File: src/rtl/idea_pkg.sv
package idea_pkg;

  localparam int NSUB = 52;
  localparam int NRND = 8;
  localparam int NINV = 18;

  typedef logic [15:0] word_t;
  typedef logic [3:0][15:0] words_t;
  typedef logic [5:0][15:0] rkey_t;
  typedef logic [NSUB-1:0][15:0] skey_t;
  typedef logic [32:0] prod_t;

  typedef struct packed {
    logic   mode;
    words_t x;
  } blk_t;

  // zero operand stands for 65536
  function automatic prod_t mprod(word_t a, word_t b);
    logic [16:0] ea;
    logic [16:0] eb;
    logic [33:0] full;
    ea = (a == 16'd0) ? 17'h10000 : {1'b0, a};
    eb = (b == 16'd0) ? 17'h10000 : {1'b0, b};
    full = {17'd0, ea} * {17'd0, eb};
    return full[32:0];
  endfunction

  // reduce modulo 65537 as lo - hi with borrow fix
  function automatic word_t mred(prod_t p);
    logic [16:0] lo;
    logic [16:0] hi;
    logic [16:0] d;
    lo = {1'b0, p[15:0]};
    hi = p[32:16];
    d = lo - hi + ((lo < hi) ? 17'd1 : 17'd0);
    return d[15:0];
  endfunction

  function automatic word_t mmul(word_t a, word_t b);
    return mred(mprod(a, b));
  endfunction

endpackage

File: src/rtl/idea_out.sv
module idea_out (
  input  logic               clk_i,
  input  logic               rst_ni,
  input  logic               in_valid_i,
  input  idea_pkg::blk_t     in_blk_i,
  output logic               in_stall_o,
  input  idea_pkg::words_t   kf_i,
  input  idea_pkg::words_t   ki_i,
  output logic               out_valid_o,
  output idea_pkg::words_t   out_o,
  input  logic               out_stall_i
);

  logic                v1_q, v2_q;
  logic                adv1, adv2;
  idea_pkg::words_t    k;
  idea_pkg::prod_t     p0_q, p3_q;
  idea_pkg::word_t     o1_q, o2_q;
  idea_pkg::words_t    res_q;

  assign adv2 = !v2_q || !out_stall_i;
  assign adv1 = !v1_q || adv2;
  assign in_stall_o = !adv1;
  assign k = in_blk_i.mode ? ki_i : kf_i;

  always_ff @(posedge clk_i or negedge rst_ni) begin
    if (!rst_ni) begin
      v1_q <= 1'b0;
      v2_q <= 1'b0;
    end else begin
      if (adv1) v1_q <= in_valid_i;
      if (adv2) v2_q <= v1_q;
    end
  end

  // middle words swap back on the way out
  always_ff @(posedge clk_i) begin
    if (adv1) begin
      p0_q <= idea_pkg::mprod(in_blk_i.x[0], k[0]);
      p3_q <= idea_pkg::mprod(in_blk_i.x[3], k[3]);
      o1_q <= 16'(in_blk_i.x[2] + k[1]);
      o2_q <= 16'(in_blk_i.x[1] + k[2]);
    end
    if (adv2) begin
      res_q[0] <= idea_pkg::mred(p0_q);
      res_q[1] <= o1_q;
      res_q[2] <= o2_q;
      res_q[3] <= idea_pkg::mred(p3_q);
    end
  end

  assign out_valid_o = v2_q;
  assign out_o       = res_q;

endmodule

File: config.mk
export PLATFORM = sky130hd
export DESIGN_NAME = idea_out
export DESIGN_NICKNAME = d
export VERILOG_FILES = /design/src/rtl/idea_pkg.sv /design/src/rtl/idea_out.sv
export SDC_FILE = /design/constraint.sdc
export NUM_CORES = 2
export LEC_CHECK = 0
export BUFFER_PORTS_ARGS = -buffer_cell sky130_fd_sc_hd__buf_2
export CAP_MARGIN = 20
export CORE_UTILIZATION = 45
export DETAILED_ROUTE_END_ITERATION = 8
export SYNTH_ARGS = -nofsm -noshare
export SYNTH_HDL_FRONTEND = slang
export SYNTH_SLANG_ARGS = --single-unit
File: constraint.sdc
create_clock -name clk_i -period 5.31 [get_ports clk_i]
set_input_delay 1.062 -clock clk_i [delete_from_list [all_inputs] [get_ports clk_i]]
set_output_delay 1.062 -clock clk_i [all_outputs]
set_load 0.03 [all_outputs]
==> metrics.cfg <==
[timing]
max_freq_ghz=0.1412
tightest_slew_ns=0.8879
final_critical_path_share_of_the_clock_period_pct=133.4
layout_min_cycle_time_ns=7.081
rsz0062_at_grt=true
hold_violations=0
hold_ws_ns=0.3924
slew_headroom_pct=40.60
final_critical_path_setup_slack_ns=-1.771
final_max_slew_viol_count=0
setup_viol=48
total_negative_setup_slacks_ns=-58.47
finalClockSkew_ns=0.01159

[global_route]
first_global_vias=23150
grt_util_all_layers_pct=24.41
grt_first_pass_wirelength_um=121500
total_overflow_reported_by_the_global_router=0
grt_antenna_before_repair=4
grt_max_degree=64

[critical_path]
critical-path-max-stage-delay_ns=0.57
cpLargestDelayFamily=adder cells
crit_path_start_kind=primary input
slowest_cp_cell=fa_1
critPathMaxFanout=12
timing.setup.critical_path_class=in2reg
critical_path.n_buffers_inverters=7
critical_path_arrival_ns=7.26
worstPathRequired_ns=5.49
crit_path_end_kind=flip-flop
crit_path_frequent_cell=fa_1

[yosys]
synth_cell_types=64
synth_edf_count=162
netlist.area_leader.share_pct=33.07
yosysTopAreaCell=fa_1
sequential_to_total_area_share_from_yosys_stat_pct=17.50
asyncSetResetFlopFracSynth_pct=1.220
synth.cell_area_sq_um=28090
synth.cells.most_frequent=inv_1, fa_1, nand2_1
synthTopCellsByArea=fa_1, edfxtp_1, ha_1
syn-num-nets=3883
synth_cells=2922
synth.most_common_cell=inv_1
postSynth.topFlopCell=edfxtp_1
number_of_synthesized_register_bits=164
synthesis.area_per_instance_sq_um=9.612
ys.warnings.count=0

[floorplanning]
core-area_sq_um=61710
start_util_pct=45.51
rows=91
die_area_sq_um=63420
floorplan.io_pins=263
die-height_um=251.8
die_x_um=251.8

[routing]
dr.pass1.iters=5
wire_per_inst_um=17.66
drtAntennaViolNets=0
dr.first_iter.drc_count=1131
totalWireLength_um=74950
viasPerCell=5.070
routed-via-count=21520
drcViolationCount=0

[placement]
detailedPlacementHpwl_um=61280
numPortBuffers=262
dp_slack_ns=-2.426
gp_congestion=0.9210

[clock_network]
root_buffer_master=clkbuf_16
clkLatencyLatePin_ns=0.45
clock_sink_count=164
tritoncts.num_buffers=17
cts_htree_levels=4
cts_tree=done
worst_setup_hold_path_clk_slew_ns=0.06
post_cts_hold_buffer_count=0
cts_buffer_depth=2

[cells_and_area]
final_net_count=4354
layout-area-overhead-vs-synth_pct=22.14
fin_util_pct=55.59
final_layout_size_suffix_gt1_share_pct=24.40

[hold_path]
hold_class=in2async

[run]
maxCapViolations=0

[run_status]
violations=setup timing
status=finished, violations left

what timing repair did:
item                       4_1_cts  5_1_grt
buffers inserted                32       13
gates resized for setup        157       76
gates cloned                     3        0
pin swaps                       68       58
setup endpoints to repair       48       56
cells in the final DEF, fill, tap and decap left out, types with 18 or more instances in the layout:
cell	netlist	layout
buf_6	3	33
o21bai_1	22	19
nand2_1	387	372
inv_2	0	21
and2_1	211	200
ha_1	300	267
edfxtp_1	162	162
nor2b_1	38	36
a21o_1	19	19
ha_4	0	29
buf_4	0	236
mux2_4	0	21
inv_1	663	642
a21oi_1	74	55
nor2_1	74	71
buf_2	2	261
a21oi_2	1	18
o21a_1	24	24
fa_1	464	454
nor3_1	29	25
mux2_2	58	37
xnor2_1	88	71
worst paths after layout:
kind	slack, ns	to	from	cells past startpoint
max	-1.77	p0_q[32]	in_blk_i[64]	25
min	0.39	v1_q	rst_ni	1
max reg2reg	0.38	out_o[62]	p3_q[17]	27
min reg2reg	0.42	out_o[37]	o2_q[5]	0
max in group asynchronous	4.82	out_valid_o	rst_ni	1
min in group clk_i	0.42	out_o[37]	o2_q[5]	0
routing by layer:
metal	vias up	part of all wire, %	global-route usage [%]
li1	9982	-	-
met1	10740	45	33.09
met2	684	47	40.79
met3	104	6.2	3.724
met4	4	2.4	6.494
met5	-	0.023	0
layout make-up:
class | count | area, sq um
Sequential cell | 164 | 4915
Clock buffer | 18 | 429.2
Multi-Input combinational cell | 2002 | 21540
Fill cell | 5531 | 27410
Timing Repair Buffer | 545 | 3747
Tap cell | 837 | 1047
Antenna cell | 1 | 2.502
Inverter | 663 | 2489
Clock inverter | 14 | 140.1
registers in the layout, indices dropped and copies added (netlist names):
| name | count |
|---|---|
| out_o | 64 |
| p0_q | 33 |
| p3_q | 33 |
| o1_q | 16 |
| o2_q | 16 |
| out_valid_o | 1 |
| v1_q | 1 |
worst reg2reg max path, delay by kind of cell, from the launching register on:
| kind | cells | cell delay (ns) |
|---|---|---|
| and+or+nand+nor | 3 | 0.49 |
| buffers and inverters | 5 | 0.33 |
| DFF | 1 | 0.38 |
| adders and majority gates | 5 | 1.46 |
| AOI/OAI and AO/OA | 13 | 1.86 |
| xor gates and xnor gates | 1 | 0.14 |
logic make-up after synthesis:
| kind of cell | after synthesis | share of synthesized area (%) |
|---|---|---|
| adders and majority gates | 764 | 46.44 |
| xor gates and xnor gates | 112 | 3.493 |
| muxes | 65 | 2.575 |
| buffers and inverters | 756 | 10.19 |
| and+or+nand+nor | 814 | 13.93 |
| AOI/OAI and AO/OA | 247 | 5.876 |
| DFF | 164 | 17.50 |
through the flow:
step | instances | instance area [sq um]
after detailed placement | 4168 | 32290
final | 4244 | 34310
after floorplan | 2922 | 28570
after global placement | 4168 | 32290
after CTS | 4233 | 33890
after global routing | 4244 | 34310
Power is not shown: default switching activity piles up to over one toggle a cycle in this logic, so the estimate is an artifact.
