--- config.mk ---
export PLATFORM = sky130hd
export DESIGN_NAME = idea_round
export DESIGN_NICKNAME = d
export VERILOG_FILES = /design/src/rtl/idea_pkg.sv /design/src/rtl/idea_round.sv
export SDC_FILE = /design/constraint.sdc
export NUM_CORES = 2
export LEC_CHECK = 0
export BUFFER_PORTS_ARGS = -buffer_cell sky130_fd_sc_hd__buf_2
export CAP_MARGIN = 20
export CORE_MARGIN = 5
export CORE_UTILIZATION = 45
export CTS_BUF_LIST = sky130_fd_sc_hd__clkbuf_4 sky130_fd_sc_hd__clkbuf_8
export DETAILED_ROUTE_END_ITERATION = 7
export PLACE_DENSITY = 0.73
export SLEW_MARGIN = 20
export SYNTH_ARGS = -nofsm -noshare
export SYNTH_HDL_FRONTEND = slang
export SYNTH_SLANG_ARGS = --single-unit
--- constraint.sdc ---
create_clock -name clk_i -period 12 [get_ports clk_i]
set_input_delay 2.4 -clock clk_i [delete_from_list [all_inputs] [get_ports clk_i]]
set_output_delay 2.4 -clock clk_i [all_outputs]
set_load 0.01 [all_outputs]
--- src/rtl/idea_pkg.sv ---
package idea_pkg;

  localparam int NSUB = 52;
  localparam int NRND = 8;
  localparam int NINV = 18;

  typedef logic [15:0] word_t;
  typedef logic [3:0][15:0] words_t;
  typedef logic [5:0][15:0] rkey_t;
  typedef logic [NSUB-1:0][15:0] skey_t;
  typedef logic [32:0] prod_t;

  typedef struct packed {
    logic   mode;
    words_t x;
  } blk_t;

  // zero operand stands for 65536
  function automatic prod_t mprod(word_t a, word_t b);
    logic [16:0] ea;
    logic [16:0] eb;
    logic [33:0] full;
    ea = (a == 16'd0) ? 17'h10000 : {1'b0, a};
    eb = (b == 16'd0) ? 17'h10000 : {1'b0, b};
    full = {17'd0, ea} * {17'd0, eb};
    return full[32:0];
  endfunction

  // reduce modulo 65537 as lo - hi with borrow fix
  function automatic word_t mred(prod_t p);
    logic [16:0] lo;
    logic [16:0] hi;
    logic [16:0] d;
    lo = {1'b0, p[15:0]};
    hi = p[32:16];
    d = lo - hi + ((lo < hi) ? 17'd1 : 17'd0);
    return d[15:0];
  endfunction

  function automatic word_t mmul(word_t a, word_t b);
    return mred(mprod(a, b));
  endfunction

endpackage

--- src/rtl/idea_round.sv ---
module idea_round (
  input  logic               clk_i,
  input  logic               rst_ni,
  input  logic               in_valid_i,
  input  idea_pkg::blk_t     in_blk_i,
  output logic               in_stall_o,
  input  idea_pkg::rkey_t    kf_i,
  input  idea_pkg::rkey_t    ki_i,
  output logic               out_valid_o,
  output idea_pkg::blk_t     out_blk_o,
  input  logic               out_stall_i
);

  logic                v1_q, v2_q, v3_q, v4_q;
  logic                adv1, adv2, adv3, adv4;
  logic                m1_q, m2_q, m3_q;
  idea_pkg::prod_t     p1_q, p4_q, pp_q, qp_q;
  idea_pkg::word_t     a2_1_q, a3_1_q;
  idea_pkg::word_t     y1_2_q, y4_2_q, a2_2_q, a3_2_q;
  idea_pkg::word_t     y1_3_q, y4_3_q, a2_3_q, a3_3_q, p_3_q;
  idea_pkg::blk_t      blk4_q;
  idea_pkg::rkey_t     k1, k2, k3;
  idea_pkg::word_t     y1, y4, p, t, q, s;

  assign adv4 = !v4_q || !out_stall_i;
  assign adv3 = !v3_q || adv4;
  assign adv2 = !v2_q || adv3;
  assign adv1 = !v1_q || adv2;
  assign in_stall_o = !adv1;

  assign k1 = in_blk_i.mode ? ki_i : kf_i;
  assign k2 = m1_q ? ki_i : kf_i;
  assign k3 = m2_q ? ki_i : kf_i;

  assign y1 = idea_pkg::mred(p1_q);
  assign y4 = idea_pkg::mred(p4_q);
  assign p  = idea_pkg::mred(pp_q);
  assign t  = 16'(p + (a2_2_q ^ y4_2_q));
  assign q  = idea_pkg::mred(qp_q);
  assign s  = 16'(p_3_q + q);

  always_ff @(posedge clk_i or negedge rst_ni) begin
    if (!rst_ni) begin
      v1_q <= 1'b0;
      v2_q <= 1'b0;
      v3_q <= 1'b0;
      v4_q <= 1'b0;
    end else begin
      if (adv1) v1_q <= in_valid_i;
      if (adv2) v2_q <= v1_q;
      if (adv3) v3_q <= v2_q;
      if (adv4) v4_q <= v3_q;
    end
  end

  always_ff @(posedge clk_i) begin
    if (adv1) begin
      m1_q   <= in_blk_i.mode;
      p1_q   <= idea_pkg::mprod(in_blk_i.x[0], k1[0]);
      p4_q   <= idea_pkg::mprod(in_blk_i.x[3], k1[3]);
      a2_1_q <= 16'(in_blk_i.x[1] + k1[1]);
      a3_1_q <= 16'(in_blk_i.x[2] + k1[2]);
    end
    if (adv2) begin
      m2_q   <= m1_q;
      y1_2_q <= y1;
      y4_2_q <= y4;
      a2_2_q <= a2_1_q;
      a3_2_q <= a3_1_q;
      pp_q   <= idea_pkg::mprod(k2[4], y1 ^ a3_1_q);
    end
    if (adv3) begin
      m3_q   <= m2_q;
      y1_3_q <= y1_2_q;
      y4_3_q <= y4_2_q;
      a2_3_q <= a2_2_q;
      a3_3_q <= a3_2_q;
      p_3_q  <= p;
      qp_q   <= idea_pkg::mprod(k3[5], t);
    end
    if (adv4) begin
      blk4_q.mode <= m3_q;
      blk4_q.x[0] <= y1_3_q ^ q;
      blk4_q.x[1] <= a3_3_q ^ q;
      blk4_q.x[2] <= a2_3_q ^ s;
      blk4_q.x[3] <= y4_3_q ^ s;
    end
  end

  assign out_valid_o = v4_q;
  assign out_blk_o   = blk4_q;

endmodule

==> qor.csv <==
metric,value,unit
drive_above_1_share,10.46,%
grt_pass1_wl,252.9,mm
layout_commonest_cell,inv_1,
critPathTopFamily,adder cells,
path_clk_slew,70,ps
cpPeakStageDelay,560,ps
skew,73.15,ps
drtPass1Iterations,6,
critPathSlowestCell,or4_4,
first_iter_violations,2943,
wl,161.7,mm
coreArea,127800,sq um
netlist_area,58020,sq um
cts_tree,yes,
period_needed,11400,ps
grt_setup_unrepaired,false,
yosysWarnings,0,
status,finished clean,
synthCells,5951,
drc_errors,0,
worst-path-max-fanout,10,
num_rows,131,
required,12450,ps
synth_area_per_cell,9.750,sq um
routed_via_density,5.380,
io_pins,328,
gp_congestion,0.9297,
ant_nets,0,
final_cell_mix,"inv_1 (1259), fa_1 (928), nand2_1 (791)",
setup_viol,0,
worst-path-buf-inv,5,
drv_cap,0,
ctsRootBufferMaster,clkbuf_8,
start_util,45.38,%
dieArea,136200,sq um
timing.fmax,0.08768,GHz
dieWidth,369.1,microns
yosys_register_bits,380,
nFillCells,11660,
clock_sinks,380,
cp_common_cell,fa_1,
grt_pass1_vias,45490,
endpoint_kind,register,
synth_nets,7740,
synth_flop_cell,edfxtp_1,
critPathKind,register to register,
area_delta_synth_final,8.896,%
antenna_found_initial,11,
startpoint_type,register,
fin_nets,8027,
postCtsHoldBufs,0,
grt_overflow_total,0,
synth_edf_count,376,
synth-seq-area-share,19.63,%
die_y,369.1,microns
finalSetupTns,0,ps
clkLatencyLatePin,730,ps
clockBufferDepth,3,
htree_num_levels,3,
arrival,11850,ps
async_flop_share,1.053,%
dp_hpwl,130.7,mm
holdWs,384.1,ps
finalCritPeriodShare,95.04,%
cts_buffers,69,
io_buffers,327,
grt_max_degree,77,
worst_slew_pin_slew,1175,ps
dr_total_vias,42830,
grtUsageTotal,23.93,%
wire_per_inst,20.31,microns
hold_violations,0,
slew_headroom,19.41,%
hp-class,register to register,
report.final.slew_viol_count,0,
synth_cell_types,87,
==> worst register-to-register path: cells and delay by family, from the launching register on <==
| family | cells | cell delay [ps] |
|---|---|---|
| AO/OA/AOI/OAI | 21 | 3270 |
| buffers and inverters | 5 | 390 |
| XOR/XNOR | 2 | 330 |
| AND/OR/NAND/NOR | 9 | 1620 |
| adder cells (fa/ha/maj) | 13 | 5170 |
| flip-flops | 1 | 360 |
==> cells by family (layout without fill, tap and decap cells) <==
family	Yosys count	in the layout	share of synthesized area, %
buf+inv	1435	1776	9.316
mux	128	128	2.400
fa+ha+maj	1528	1528	44.96
compound gates	514	514	5.698
flops	380	380	19.63
xor+xnor	325	325	5.128
simple gates	1641	1641	12.87
other cells	0	8	0
==> path summary, 6_finish.rpt <==
| check | start | depth (start not counted) | to | slack (ps) |
|---|---|---|---|---|
| setup reg to reg | pp_q[3] | 50 | qp_q[23] | 600 |
| min in group asynchronous | rst_ni | 1 | v3_q | 1510 |
| hold reg to reg | a2_1_q[7] | 0 | a2_2_q[7] | 380 |
| hold / removal | a2_1_q[7] | 0 | a2_2_q[7] | 380 |
| max in group asynchronous | rst_ni | 1 | v1_q | 10370 |
| setup / recovery | pp_q[3] | 50 | qp_q[23] | 600 |
==> state kept, by name, summed over array words and instances (netlist names), 16 cells and up <==
signal	cells
a2_3_q	16
y4_2_q	16
p4_q	33
pp_q	33
a3_2_q	16
a2_1_q	16
y4_3_q	16
a3_1_q	16
p_3_q	16
out_blk_o	65
y1_3_q	16
y1_2_q	16
p1_q	33
a3_3_q	16
a2_2_q	16
qp_q	33
==> cell type report <==
class                           count  area [sq um]  area share (%)
Antenna cell                        8         20.02         0.03169
Clock buffer                       82          1060           1.677
Clock inverter                     43         431.7          0.6832
Inverter                         1260          4732           7.490
Multi-Input combinational cell   4136         41340           65.44
Sequential cell                   380         11390           18.03
Tap cell                         1662          2079           3.291
Timing Repair Buffer              391          2123           3.361
==> metal layers <==
metal | GRT usage [%] | vias to the layer above | share of wire, %
met1 | 30.27 | 21520 | 40
li1 | - | 19170 | -
met4 | 9.341 | 2 | 4.2
met2 | 39.77 | 1794 | 47
met3 | 5.801 | 348 | 8.8
met5 | 0 | - | 0.0080
==> synthesized netlist by cell type, types with 5 or more instances <==
library cell  count  share of area [%]
a2111oi_0         5              0.075
a211o_1           7               0.11
a211oi_1         17               0.22
a21boi_0         11               0.14
a21o_1           64               0.83
a21oi_1         141                1.2
a31o_2            5              0.075
a31oi_1          32               0.35
and2_1          176                1.9
and3_1           18               0.19
and4_1            7               0.11
buf_1            43               0.28
buf_2             5              0.043
clkbuf_1        124               0.80
edfxtp_1        376                 19
fa_1            928                 32
ha_1            600                 13
inv_1          1260                8.2
mux2_2           89                1.7
mux2i_1          39               0.67
nand2_1         793                5.1
nand2_2          11               0.12
nand2b_1         49               0.53
nand3_1          30               0.26
nand4_1          26               0.28
nor2_1          329                2.1
nor2b_1          82               0.88
nor3_1           44               0.38
nor3b_1           8               0.10
nor4_1           23               0.25
o2111ai_1         5              0.075
o211ai_1         13               0.17
o21a_1           21               0.27
o21ai_0         103               0.89
o21ai_1          10              0.086
o21bai_1         26               0.34
o31ai_1           7              0.091
o41ai_1           5              0.075
or2_2            11               0.12
or3_1            13               0.14
or4_1             5              0.065
xnor2_1         191                2.9
xor2_1          124                1.9
==> per-stage QoR <==
step	instances	setup slack [ps]	utilization (%)	cell area (sq um)
finish	7962	595.2	49.42	63180
global route	7956	21.39	49.41	63170
CTS	7951	107.1	49.33	63070
detailed placement	7826	37.62	48.16	61570
global placement	7826	239.8	48.16	61570
floorplan	5951	761.2	-	58020
==> timing repair <==
item / CTS / global route
setup endpoints to repair: 1 / 14
setup buffers: 0 / 3
gates resized for setup: 1 / 17
pin swaps: 0 / 8
Power is not shown: default switching activity piles up to over one toggle a cycle in this logic, so the estimate is an artifact.
