## src/rtl/idea_pkg.sv

```systemverilog
package idea_pkg;

  localparam int NSUB = 52;
  localparam int NRND = 8;
  localparam int NINV = 18;

  typedef logic [15:0] word_t;
  typedef logic [3:0][15:0] words_t;
  typedef logic [5:0][15:0] rkey_t;
  typedef logic [NSUB-1:0][15:0] skey_t;
  typedef logic [32:0] prod_t;

  typedef struct packed {
    logic   mode;
    words_t x;
  } blk_t;

  // zero operand stands for 65536
  function automatic prod_t mprod(word_t a, word_t b);
    logic [16:0] ea;
    logic [16:0] eb;
    logic [33:0] full;
    ea = (a == 16'd0) ? 17'h10000 : {1'b0, a};
    eb = (b == 16'd0) ? 17'h10000 : {1'b0, b};
    full = {17'd0, ea} * {17'd0, eb};
    return full[32:0];
  endfunction

  // reduce modulo 65537 as lo - hi with borrow fix
  function automatic word_t mred(prod_t p);
    logic [16:0] lo;
    logic [16:0] hi;
    logic [16:0] d;
    lo = {1'b0, p[15:0]};
    hi = p[32:16];
    d = lo - hi + ((lo < hi) ? 17'd1 : 17'd0);
    return d[15:0];
  endfunction

  function automatic word_t mmul(word_t a, word_t b);
    return mred(mprod(a, b));
  endfunction

endpackage

```

## src/rtl/idea_keysched.sv

```systemverilog
module idea_keysched (
  input  logic                clk_i,
  input  logic                rst_ni,
  input  logic                cfg_we_i,
  input  logic [2:0]          cfg_idx_i,
  input  logic [15:0]         cfg_data_i,
  output idea_pkg::skey_t     fwd_o,
  output idea_pkg::skey_t     inv_o,
  output logic                busy_o
);

  typedef enum logic [1:0] {
    S_LOAD,
    S_RUN,
    S_DONE
  } state_e;

  state_e                 state_q;
  logic [4:0]             j_q;
  logic [3:0]             k_q;
  idea_pkg::word_t        acc_q;
  idea_pkg::word_t        sq_q;
  idea_pkg::word_t        key_q [8];
  idea_pkg::word_t        inv_q [idea_pkg::NINV];
  idea_pkg::skey_t        fk;
  idea_pkg::skey_t        ik;
  logic [5:0]             src;
  idea_pkg::word_t        acc_d;

  // rotation schedule is pure wiring
  always_comb begin
    int ia;
    int ib;
    ia = 0;
    ib = 0;
    for (int i = 0; i < 8; i++) begin
      fk[i] = key_q[i];
    end
    for (int i = 8; i < idea_pkg::NSUB; i++) begin
      ia = (((i + 1) & 7) != 0) ? i - 7 : i - 15;
      ib = (((i + 2) & 7) < 2) ? i - 14 : i - 6;
      fk[i] = {fk[ia][6:0], fk[ib][15:7]};
    end
  end

  always_comb begin
    int b;
    b = 0;
    ik[0] = inv_q[0];
    ik[1] = 16'(16'd0 - fk[49]);
    ik[2] = 16'(16'd0 - fk[50]);
    ik[3] = inv_q[1];
    ik[4] = fk[46];
    ik[5] = fk[47];
    for (int r = 1; r < idea_pkg::NRND; r++) begin
      b = 48 - 6 * r;
      ik[6*r]     = inv_q[2*r];
      ik[6*r + 1] = 16'(16'd0 - fk[b + 2]);
      ik[6*r + 2] = 16'(16'd0 - fk[b + 1]);
      ik[6*r + 3] = inv_q[2*r + 1];
      ik[6*r + 4] = fk[b - 2];
      ik[6*r + 5] = fk[b - 1];
    end
    ik[48] = inv_q[16];
    ik[49] = 16'(16'd0 - fk[1]);
    ik[50] = 16'(16'd0 - fk[2]);
    ik[51] = inv_q[17];
  end

  // inverse j comes from subkey 48 - 6*(j/2), plus 3 for odd j
  assign src = 6'(6'd48 - 6'd6 * {2'd0, j_q[4:1]} + (j_q[0] ? 6'd3 : 6'd0));
  assign acc_d = idea_pkg::mmul(acc_q, sq_q);

  always_ff @(posedge clk_i or negedge rst_ni) begin
    if (!rst_ni) begin
      for (int i = 0; i < 8; i++) begin
        key_q[i] <= '0;
      end
    end else if (cfg_we_i) begin
      key_q[cfg_idx_i] <= cfg_data_i;
    end
  end

  // inverse by a^65535: square and multiply
  always_ff @(posedge clk_i or negedge rst_ni) begin
    if (!rst_ni) begin
      state_q <= S_LOAD;
      j_q     <= '0;
      k_q     <= '0;
      acc_q   <= '0;
      sq_q    <= '0;
    end else if (cfg_we_i) begin
      state_q <= S_LOAD;
      j_q     <= '0;
    end else begin
      case (state_q)
        S_LOAD: begin
          acc_q   <= 16'd1;
          sq_q    <= fk[src];
          k_q     <= '0;
          state_q <= S_RUN;
        end
        S_RUN: begin
          acc_q <= acc_d;
          sq_q  <= idea_pkg::mmul(sq_q, sq_q);
          k_q   <= k_q + 4'd1;
          if (k_q == 4'd15) begin
            if (j_q == 5'(idea_pkg::NINV - 1)) begin
              state_q <= S_DONE;
            end else begin
              j_q     <= j_q + 5'd1;
              state_q <= S_LOAD;
            end
          end
        end
        S_DONE: begin
          state_q <= S_DONE;
        end
        default: begin
          state_q <= S_LOAD;
        end
      endcase
    end
  end

  always_ff @(posedge clk_i) begin
    if (!cfg_we_i && state_q == S_RUN && k_q == 4'd15) begin
      inv_q[j_q] <= acc_d;
    end
  end

  assign fwd_o  = fk;
  assign inv_o  = ik;
  assign busy_o = (state_q != S_DONE);

endmodule

```

## config.mk

```make
export PLATFORM = sky130hd
export DESIGN_NAME = idea_keysched
export DESIGN_NICKNAME = d
export VERILOG_FILES = /design/src/rtl/idea_pkg.sv /design/src/rtl/idea_keysched.sv
export SDC_FILE = /design/constraint.sdc
export NUM_CORES = 2
export LEC_CHECK = 0
export BUFFER_PORTS_ARGS = -buffer_cell sky130_fd_sc_hd__buf_2
export CORE_AREA = 4 4 659 661
export CTS_CLUSTER_SIZE = 10
export DETAILED_ROUTE_END_ITERATION = 16
export DIE_AREA = 0 0 663 665
export PLACE_DENSITY_LB_ADDON = 0.08
export SLEW_MARGIN = 0
export SYNTH_ARGS = -nofsm -noshare
export SYNTH_HDL_FRONTEND = slang
export SYNTH_SLANG_ARGS = --single-unit
```

## constraint.sdc

```tcl
create_clock -name clk_i -period 15.19 [get_ports clk_i]
set_input_delay 3.038 -clock clk_i [delete_from_list [all_inputs] [get_ports clk_i]]
set_output_delay 3.038 -clock clk_i [all_outputs]
set_load 0.02 [all_outputs]
```

==> results by group <==
STA
  • Fin Setup TNS: 0 ns
  • RSZ-0062 raised after global routing: false
  • Max Freq: 79.7 MHz
  • Relative slew slack: 0.191
  • Worst-Margin Slew: 1.21 ns
  • Minimum clock period: 12.55 ns
  • Period Utilization, post-route: 0.826
  • Final Skew: 0.0422 ns
  • Final hold vios: 0
  • Endpoints failing setup: 0
  • Final max-slew violation count: 0

Clock tree
  • Hold Buf Count CTS: 0
  • Clk Latency, worst-skew pair: 0.72 ns
  • TritonCTS clock tree: done
  • H-tree depth: 2
  • Buffers inserted by post-CTS timing repair: 0
  • # resized after CTS: 0
  • Clock Tree Root: clkbuf_16
  • Total CTS buffers: 60
  • Clk sinks: 459
  • Clock transition at path regs: 0.08 ns
  • Max Root-Sink Buffers: 3

Die
  • Row cnt: 241
  • Core area: 0.429 mm²
  • Die height: 665 µm
  • Top-Level Pins: 1687
  • Initial Util: 0.120
  • Die area: 0.441 mm²
  • Die width: 663 µm

GRT
  • Vias in the first global route: 42600
  • First-pass GRT wire length: 464000 µm
  • Largest net degree at the start of global routing: 99
  • Initial antenna violation count: 48
  • Overflow after GRT: 0
  • Total GRT Usage: 0.158

Worst setup path
  • CP Capture Type: flop
  • Startpoint types: flop
  • FF-to-FF Start: sq_q[4]$_DFFE_PN0P_
  • Flop-to-flop setup slack: 2.64 ns
  • Worst-path maximum fanout: 35
  • RR Endpoint: inv_q[3][14]$_DFFE_PP_
  • CP max stage cell: and4_1
  • Data required, critical path: 15.57 ns
  • Data arrival, critical path: 12.93 ns
  • Kind of critical path: flop to flop
  • CP max stage delay: 0.94 ns
  • Cells on worst reg2reg path: 37
  • CP dominant cell by count: fa_1

Drt
  • Starting DRT DRC Count: 2369
  • Routed WL per cell: 30.6 µm
  • First drt pass iteration count: 5
  • Vias per cell: 3.41
  • DRC Markers: 0
  • Routed wire length: 360000 µm
  • Routed vias: 40100
  • Antenna viol nets, final: 0

Synth
  • Synth Register Bits: 459
  • Avg Cell Area, Syn: 9.80 µm²
  • Post-synth top flop: edfxtp_1
  • Sequential share of the synthesized area: 0.251
  • Netlist cell types: 80
  • YS warnings: 0
  • Synthesized area: 0.0515 mm²
  • Synth Instances: 5259
  • Number of enable flip-flop cells after synthesis: 288
  • Async S/R FF share, synth: 0.373

Job
  • Number of max-cap violations: 0

Place
  • HPWL Detailed: 294000 µm
  • RD Place Congestion: 0.782
  • IO Port Bufs: 1686

Cells and area
  • P&R area growth vs syn: 22.1%
  • Fin nets: 6724
  • Share of cells above drive strength 1: 0.397
  • Fill cells: 48800
  • Commonest cells after routing, fill and taps aside: 1685 x buf_2, 647 x inv_1, 490 x nand2_1, 429 x fa_1, 295 x ha_1
  • Most common cell after layout, fill and taps aside: buf_2

Hold path
  • Min-Delay Startpoint: fwd_o[12]$_DFFE_PN0P_
  • Hold endpoint: fwd_o[12]$_DFFE_PN0P_
  • HP Class: flop to flop
  • Hold Path Stages: 1

Status
  • Outcome: finished clean
==> stage by stage <==
stage	cell area [µm²]	worst slack, ns	hold slack (ns)	instances	util
after global routing	62900	1.42	0.560	11700	0.147
after detailed placement	61000	2.14	0.501	11600	0.142
after global placement	60900	2.16	0.494	11600	0.142
after CTS	62800	2.07	0.513	11700	0.146
final	62900	2.64	0.514	11800	0.147
after floorplan	51600	4.66	0.473	5280	-
==> cells by family (layout without fill, tap and decap cells) <==
logic type | after synthesis | after routing | synth area share
adders and majority gates | 725 | 725 | 0.238
DFF | 459 | 459 | 0.251
xor gates and xnor gates | 358 | 358 | 0.0616
other | 2 | 68 | 0.000146
and+or+nand+nor | 1110 | 1110 | 0.102
muxes | 282 | 282 | 0.0831
buffers and inverters | 1922 | 2653 | 0.213
AOI/OAI and AO/OA | 401 | 401 | 0.0510
==> layer usage <==
layer / GRT usage / part of all wire / vias to the layer above
met3: 0.0233 / 0.044 / 181
met5: 0 / 0 / -
met1: 0.195 / 0.42 / 21100
met2: 0.290 / 0.51 / 1421
li1: - / - / 17400
met4: 0.0309 / 0.024 / 0
==> worst max path at each step <==
stage | from | to | slack [ns] | depth (start not counted)
after detailed placement | sq_q[4]$_DFFE_PN0P_ | inv_q[3][14]$_DFFE_PP_ | 2.14 | 37
after global routing | sq_q[4]$_DFFE_PN0P_ | inv_q[3][14]$_DFFE_PP_ | 1.42 | 40
after global placement | sq_q[4]$_DFFE_PN0P_ | inv_q[3][14]$_DFFE_PP_ | 2.16 | 39
after CTS | sq_q[4]$_DFFE_PN0P_ | inv_q[3][14]$_DFFE_PP_ | 2.07 | 37
final | sq_q[4]$_DFFE_PN0P_ | inv_q[3][14]$_DFFE_PP_ | 2.64 | 37
after floorplan | acc_q[15]$_DFFE_PN0P_ | inv_q[0][15]$_DFFE_PP_ | 4.66 | 40
==> final cells by class <==
cell class,count,area [µm²],area share
antenna,45,113,0.00179
clock buffer,78,1660,0.0264
clock inverter,18,223,0.00354
inverter,648,2430,0.0386
multi-input combinational,2899,28200,0.448
sequential,459,13000,0.207
tap,5710,7140,0.113
timing repair buffer,1909,10100,0.161
==> worst max-delay path: cells and delay by family (launching register included) <==
family	cells	cell delay [ns]
buf+inv	4	0.46
mux	1	0.33
xor+xnor	1	0.67
simple gates	8	3.21
fa+ha+maj	11	4.53
flops	1	0.39
compound gates	12	2.60
==> synth_stat cells, types with 30 or more instances <==
library cell | instances | area share
nor2_1 | 152 | 0.011
mux4_2 | 104 | 0.045
inv_1 | 648 | 0.047
o21ai_0 | 98 | 0.0095
nor3_1 | 67 | 0.0065
clkbuf_1 | 242 | 0.018
nor4_1 | 30 | 0.0036
ha_1 | 296 | 0.072
xnor2_1 | 233 | 0.040
mux2i_1 | 51 | 0.0099
nand2_1 | 490 | 0.036
buf_4 | 986 | 0.14
fa_1 | 429 | 0.17
buf_2 | 32 | 0.0031
a21oi_1 | 89 | 0.0086
mux2_2 | 126 | 0.028
a211oi_1 | 37 | 0.0054
edfxtp_1 | 288 | 0.17
dfrtp_1 | 171 | 0.083
xor2_1 | 121 | 0.021
and2_1 | 177 | 0.021
nand3_1 | 59 | 0.0057
==> flip-flops by register name, summed over array words and instances (netlist names) <==
signal and cells:
sq_q 16, state_q 2, acc_q 16, j_q 5, fwd_o 128, inv_q 288
k_q 4
Power is left out: the tool's default activity adds up to more than one toggle a clock period on the data nets, which glitch-free logic cannot reach.
